### src/rtl/core/wcc_pkg.sv
// Shared constants, types and codes for the window cross-correlation core.
`timescale 1ns / 1ps

package wcc_pkg;

    localparam int WINDOW_SIZE = 32;
    localparam int WIN_CELLS   = WINDOW_SIZE * WINDOW_SIZE;
    localparam int MAP_SIDE    = 2 * WINDOW_SIZE;
    localparam int MAP_CELLS   = MAP_SIDE * MAP_SIDE;

    localparam int IDX_W     = (WINDOW_SIZE > 2) ? $clog2(WINDOW_SIZE) : 1;
    localparam int MAP_IDX_W = $clog2(MAP_SIDE);
    localparam int ADDR_W    = $clog2(WIN_CELLS);
    localparam int LC_W      = $clog2(WIN_CELLS + 1);
    localparam int BIDX_W    = IDX_W + 3;

    localparam int PIX_W   = 8;
    localparam int MEAN_W  = 12;
    localparam int VAL_W   = 13;
    localparam int PROD_W  = 2 * VAL_W;
    localparam int ACC_W   = PROD_W + $clog2(WIN_CELLS) + 1;
    localparam int SC_RAW  = ACC_W + $clog2(MAP_CELLS) + 2;
    localparam int SC_W    = (SC_RAW > 48) ? SC_RAW : 48;
    localparam int CORR_W  = 47;
    localparam int IDX_OUT_W = 6;

    localparam logic signed [CORR_W-1:0] CORR_MAX = {1'b0, {(CORR_W-1){1'b1}}};
    localparam logic signed [CORR_W-1:0] CORR_MIN = {1'b1, {(CORR_W-1){1'b0}}};

    localparam logic OP_LOAD = 1'b0;
    localparam logic OP_READ = 1'b1;

    localparam logic CFG_MEAN_A = 1'b0;
    localparam logic CFG_MEAN_B = 1'b1;

    typedef enum logic [2:0] {
        ST_IDLE,
        ST_RUN,
        ST_DRAIN,
        ST_SCALE,
        ST_FINISH
    } state_t;

    typedef struct packed {
        logic clear;
        logic en;
    } mac_ctrl_t;

endpackage

### src/rtl/core/wcc_mac.sv
// Mean removal and multiply-accumulate unit shared by every term of a map entry.
`timescale 1ns / 1ps

module wcc_mac
    import wcc_pkg::*;
(
    input  logic                     aclk,
    input  logic                     aresetn,
    input  mac_ctrl_t                ctrl,
    input  logic [PIX_W-1:0]         pixel_a,
    input  logic [PIX_W-1:0]         pixel_b,
    input  logic [MEAN_W-1:0]        mean_a,
    input  logic [MEAN_W-1:0]        mean_b,
    output logic signed [ACC_W-1:0]  acc
);

    logic signed [VAL_W-1:0]  val_a;
    logic signed [VAL_W-1:0]  val_b;
    logic signed [PROD_W-1:0] prod_reg;
    logic signed [PROD_W-1:0] prod_next;
    logic                     prod_valid_reg;
    logic signed [ACC_W-1:0]  acc_reg;

    always_comb begin
        val_a     = $signed({1'b0, pixel_a, 4'b0000}) - $signed({1'b0, mean_a});
        val_b     = $signed({1'b0, pixel_b, 4'b0000}) - $signed({1'b0, mean_b});
        prod_next = PROD_W'(val_a) * PROD_W'(val_b);
    end

    always_ff @(posedge aclk) begin
        if (!aresetn) begin
            prod_valid_reg <= 1'b0;
            acc_reg        <= '0;
        end else if (ctrl.clear) begin
            prod_valid_reg <= 1'b0;
            acc_reg        <= '0;
        end else begin
            prod_valid_reg <= ctrl.en;
            if (prod_valid_reg) begin
                acc_reg <= acc_reg + ACC_W'(prod_reg);
            end
        end
    end

    always_ff @(posedge aclk) begin
        prod_reg <= prod_next;
    end

    assign acc = acc_reg;

endmodule

### config.mk
export PLATFORM = sky130hd
export DESIGN_NAME = wcc_mac
export DESIGN_NICKNAME = d
export VERILOG_FILES = /design/src/rtl/core/wcc_pkg.sv /design/src/rtl/core/wcc_mac.sv
export SDC_FILE = /design/constraint.sdc
export NUM_CORES = 1
export LEC_CHECK = 0
export ABC_AREA = 1
export BUFFER_PORTS_ARGS = -buffer_cell sky130_fd_sc_hd__buf_4
export CAP_MARGIN = 20
export CORE_UTILIZATION = 50
export DETAILED_ROUTE_END_ITERATION = 12
export GPL_TIMING_DRIVEN = 1
export HOLD_SLACK_MARGIN = 0.05
export PLACE_DENSITY = 0.74
export SLEW_MARGIN = 20
export SYNTH_ARGS = -nofsm -noshare
export SYNTH_HDL_FRONTEND = slang
export SYNTH_SLANG_ARGS = --single-unit
export TNS_END_PERCENT = 10
### constraint.sdc
create_clock -name aclk -period 7.01 [get_ports aclk]
set_input_delay 0.3505 -clock aclk [delete_from_list [all_inputs] [get_ports aclk]]
set_output_delay 0.3505 -clock aclk [all_outputs]
set_load 0.02 [all_outputs]
Word-level counts from Yosys, hierarchy flattened
Index checks and enable logic that the tools add are counted.
- flip-flop bits (word level): 64
- input port bits: 44
- output and inout bits: 37
- logic and storage cells: 9
- add/subtract/negate cells: 3
- multipliers: 1
- bitwise logic cells: 1
- reductions and logical operators: 1
- operators with widths (operator ; number):
    $add 37x26->37 ; 1
    $mul 13x13->26 ; 1
    $sub 12x12->13 ; 2
    $reduce_or 2->1 ; 1
    $not 1->1 ; 1

Longest topological paths before layout
- word-level depth: 2
- depth in mapped cells: 33
- gate-level depth less buffers: 33

Least setup slack after synthesis
OpenSTA, ideal clock, no wires.
- kind: input-to-reg
- start point: in mean_b[6]
- end point: reg prod_reg[24]
- setup time: 0.072 ns
- arrival: 6.138 ns
- data required time: 6.938 ns
- slack: 0.800 ns
- stages: 31
- path buffers: 1
- cells stage by stage: inv_1 -> ha_1 -> nand2_1 -> nand2_1 -> a31oi_1 -> nand2_1 -> nand2_1 -> and2_1 -> buf_2 -> inv_1 -> nor2_1 -> inv_1 -> fa_1 -> inv_1 -> fa_1 -> inv_1 -> fa_1 -> inv_1 -> fa_1 -> inv_1 -> fa_1 -> inv_1 -> ha_1 -> ha_1 -> inv_1 -> nor3_1 -> inv_1 -> nor3_1 -> nand4_1 -> nand3_1 -> xor2_1
- word-level cells in the longest chain between the ends: 2
- RTL lines (item ; line ; RTL):
    from (decl) ; wcc_mac.sv:13 ; input logic [MEAN_W-1:0] mean_b,
    $sub 12x12->13 ; wcc_mac.sv:26 ; val_b = $signed({1'b0, pixel_b, 4'b0000}) - $signed({1'b0, mean_b});
    $mul 13x13->26 ; wcc_mac.sv:27 ; prod_next = PROD_W'(val_a) * PROD_W'(val_b);
    via prod_next[24] ; wcc_mac.sv:20 ; logic signed [PROD_W-1:0] prod_next;
    to (signal assigned) ; wcc_mac.sv:46 ; prod_reg <= prod_next;
    to (decl) ; wcc_mac.sv:19 ; logic signed [PROD_W-1:0] prod_reg;
The timed path passes the listed nets, and every way through them passes these cells.
A chain may end at the register's enable or synchronous reset.

Worst setup path in the final report
- start point: in mean_a[0]
- end point: reg prod_reg[22]
- word-level cells in the longest chain between the ends: 2
- RTL lines (item ; line ; RTL):
    from (decl) ; wcc_mac.sv:12 ; input logic [MEAN_W-1:0] mean_a,
    $sub 12x12->13 ; wcc_mac.sv:25 ; val_a = $signed({1'b0, pixel_a, 4'b0000}) - $signed({1'b0, mean_a});
    $mul 13x13->26 ; wcc_mac.sv:27 ;
    via prod_next[22] ; wcc_mac.sv:20 ;
The timed path passes the listed nets, and every way through them passes these cells.

==> out/metrics.yaml <==
outcome: "completed"
synth.distinct_cells: 51
multiInputGateArea_um2: 9240
die_area_um2: 24900
holdPathStages: 3
cpMostUsedCell: "fa_1"
worstRegToRegCells: 13
cp_cell_sequence: "buf_4 -> clkinv_1 -> ha_1 -> nand2_1 -> nor2_1 -> nand3_1 -> nand3_1 -> buf_4 -> nor2_1 -> fa_1 -> buf_4 -> fa_1 -> fa_1 -> fa_1 -> inv_1 -> fa_1 -> inv_1 -> ha_1 -> ha_1 -> nand2_1 -> nor4_4 -> nand4_1 -> nand3_1 -> xor2_1"
clkTransAtPathRegs_ps: 60
nets: 2144
hold_slack_ps: 223
rrSetupSlack_ps: 4510
layout-drive-gt1-share_pct: 9.06
clock_latency_ps: 350
grt_antenna_before_repair: 0
place.gp.congestion: 0.986
largest_register_ffs: 37
hold_class: "primary input to register"
crit_slowest_cell: "fa_1"
setup.worst_path.start_class: "primary input"
syn_area_um2: 12100
drt_iter0_markers: 795
relSlewSlack_pct: 57.2
rsz0062_at_grt: "no"
period_minus_slack_ps: 6520
worst_pin_slew_ps: 640
synth-main-ff-cell: "dfxtp_1"
track_usage_pct: 27.8
grt_overflow: 0
grt_pass1_wl_um: 53600
ios: 81
routed_wl_um: 32200
avgSynthCellArea_um2: 7.03
dpl.hpwl_um: 27700
syn-num-nets: 2055
met1_usage_pct: 35.5
yosysWarnings: 0
grt_pass1_vias: 11100
synth-seq-cells: 64
seq_area_frac_synth_pct: 10.5
cp_max_fo: 7
hold_end: "prod_valid_reg"
fin_area_um2: 13600
async_flop_share_pct: 0
grt_max_degree: 58
clockBufferDepth: 2
die_h_um: 158
synth_edf_count: 0
start_util_pct: 51.3
grt-busiest-layer: "met2"
register_area_um2: 1280
timing.final.crit_share_pct: 93.0
postRouteAntennaNets: 0
critPathCaptureType: "register"
vias_per_cell: 5.13
cp_slowest_stage_delay_ps: 560
arrival_ps: 6790
portBuffers: 80
min_from: "ctrl[0]"
hold_viol: 0
place_area_um2: 13200
drv_slew: 0
r2r_end: "acc[30]"
fmax_mhz: 153
wl_per_cell_um: 15.0
n_antenna_cell: 0
cp.required_ps: 7280
maxCapViolations: 0
core-area_um2: 23700
drc: 0
use_met3_pct: 3.42
clockRootBuffer: "clkbuf_16"
skew_ps: 12.2
post_cts_buffers: 0
grt_use_met2_pct: 49.2
cts_tree: "done"
dr.pass1.iters: 7
nFillCells: 2273
cts_buffers: 9
cts_sinks: 64
syn2layout_area_growth_pct: 11.5
fp.dieW_um: 158
row_count: 56
reg2reg_from: "acc[0]"
via_count: 11000
synthCells: 1727
worstSetupPathType: "primary input to register"
ctsHoldBuffers: 0
setup_violations: 0
htreeDepth: 3
## through the flow
| step | TNS, ps | cells | setup slack (ps) | utilization, % |
|---|---|---|---|---|
| finish | 0 | 2140 | 491 | 57.2 |
| global route | 0 | 2140 | 58.3 | 57.2 |
| CTS | 0 | 2140 | 146 | 57.1 |
| detailed placement | -188 | 2124 | -188 | 55.8 |
| global placement | -175 | 2124 | -175 | 55.8 |
| floorplan | 0 | 1727 | 800 | - |
## worst max-delay path, delay by kind of cell
family	cells	cell delay, ps
adders and majority gates	8	3500
and+or+nand+nor	9	1930
buffers and inverters	6	830
xor gates and xnor gates	1	160
## layout by cell type (no fill, tap or decap), types with 27 or more instances in the layout
cell,instances
fa_1,163
buf_4,101
a21oi_1,69
o21ai_0,47
nand2_1,372
nor2_1,236
xor2_1,27
dfxtp_1,63
nand3_1,59
ha_1,120
inv_1,394
## cell usage after synthesis (3+ instances only)
| cell | count | area share, % |
|---|---|---|
| xor2_1 | 27 | 1.9 |
| a21oi_2 | 5 | 0.36 |
| fa_1 | 164 | 27 |
| nand2_1 | 372 | 11 |
| nand4_1 | 14 | 0.72 |
| o21bai_1 | 12 | 0.74 |
| clkbuf_1 | 14 | 0.43 |
| nand3_1 | 59 | 2.4 |
| ha_1 | 120 | 12 |
| a31oi_1 | 4 | 0.21 |
| o21ai_0 | 47 | 1.9 |
| or2_1 | 3 | 0.15 |
| inv_1 | 394 | 12 |
| inv_2 | 8 | 0.25 |
| a21oi_1 | 69 | 2.8 |
| nor4_1 | 4 | 0.21 |
| nand2_2 | 8 | 0.41 |
| or2_2 | 4 | 0.21 |
| buf_2 | 7 | 0.29 |
| dfxtp_1 | 64 | 11 |
| nor3_1 | 13 | 0.54 |
| o21ai_2 | 4 | 0.29 |
| nor2_1 | 236 | 7.3 |
| clkinv_1 | 5 | 0.15 |
| xnor2_1 | 19 | 1.4 |
| o21ai_1 | 10 | 0.41 |
| a21o_1 | 6 | 0.37 |
## metal layers
| metal | vias up | part of all wire (%) |
|---|---|---|
| li1 | 5397 | - |
| met1 | 5213 | 43 |
| met2 | 304 | 48 |
| met3 | 62 | 5.8 |
| met4 | 0 | 2.5 |
| met5 | - | 0 |
## what timing repair did
item,4_1_cts,5_1_grt
resized for setup,0,3
setup endpoints to repair,0,2
endpoints found under the hold margin,0,0
## layout make-up
class | count | share of cell area [%]
clock buffer | 9 | 1.66
clock inverter | 7 | 0.757
inverter | 409 | 11.4
multi-input combinational | 1231 | 68.2
sequential | 64 | 9.46
tap | 319 | 2.95
timing repair buffer | 101 | 5.60
## cell families after synthesis
family	count (synthesis)	share of synthesized area, %
AOI/OAI and AO/OA	171	8.13
and+or+nand+nor	727	24.6
DFF	64	10.5
adders and majority gates	284	39.4
buffers and inverters	432	13.5
xor gates and xnor gates	49	3.81
## how the worst max path moves through the flow
stage	from	to	slack [ps]	cells past startpoint
floorplan	mean_b[6]	prod_reg[24]	800	31
global placement	mean_a[0]	prod_reg[22]	-170	24
detailed placement	pixel_b[2]	prod_reg[22]	-190	28
CTS	mean_a[0]	prod_reg[22]	150	25
global route	pixel_b[2]	prod_reg[24]	60	32
finish	mean_a[0]	prod_reg[22]	490	24
Power is left out: the tool's default activity adds up to more than one toggle a clock period on the data nets, which glitch-free logic cannot reach.
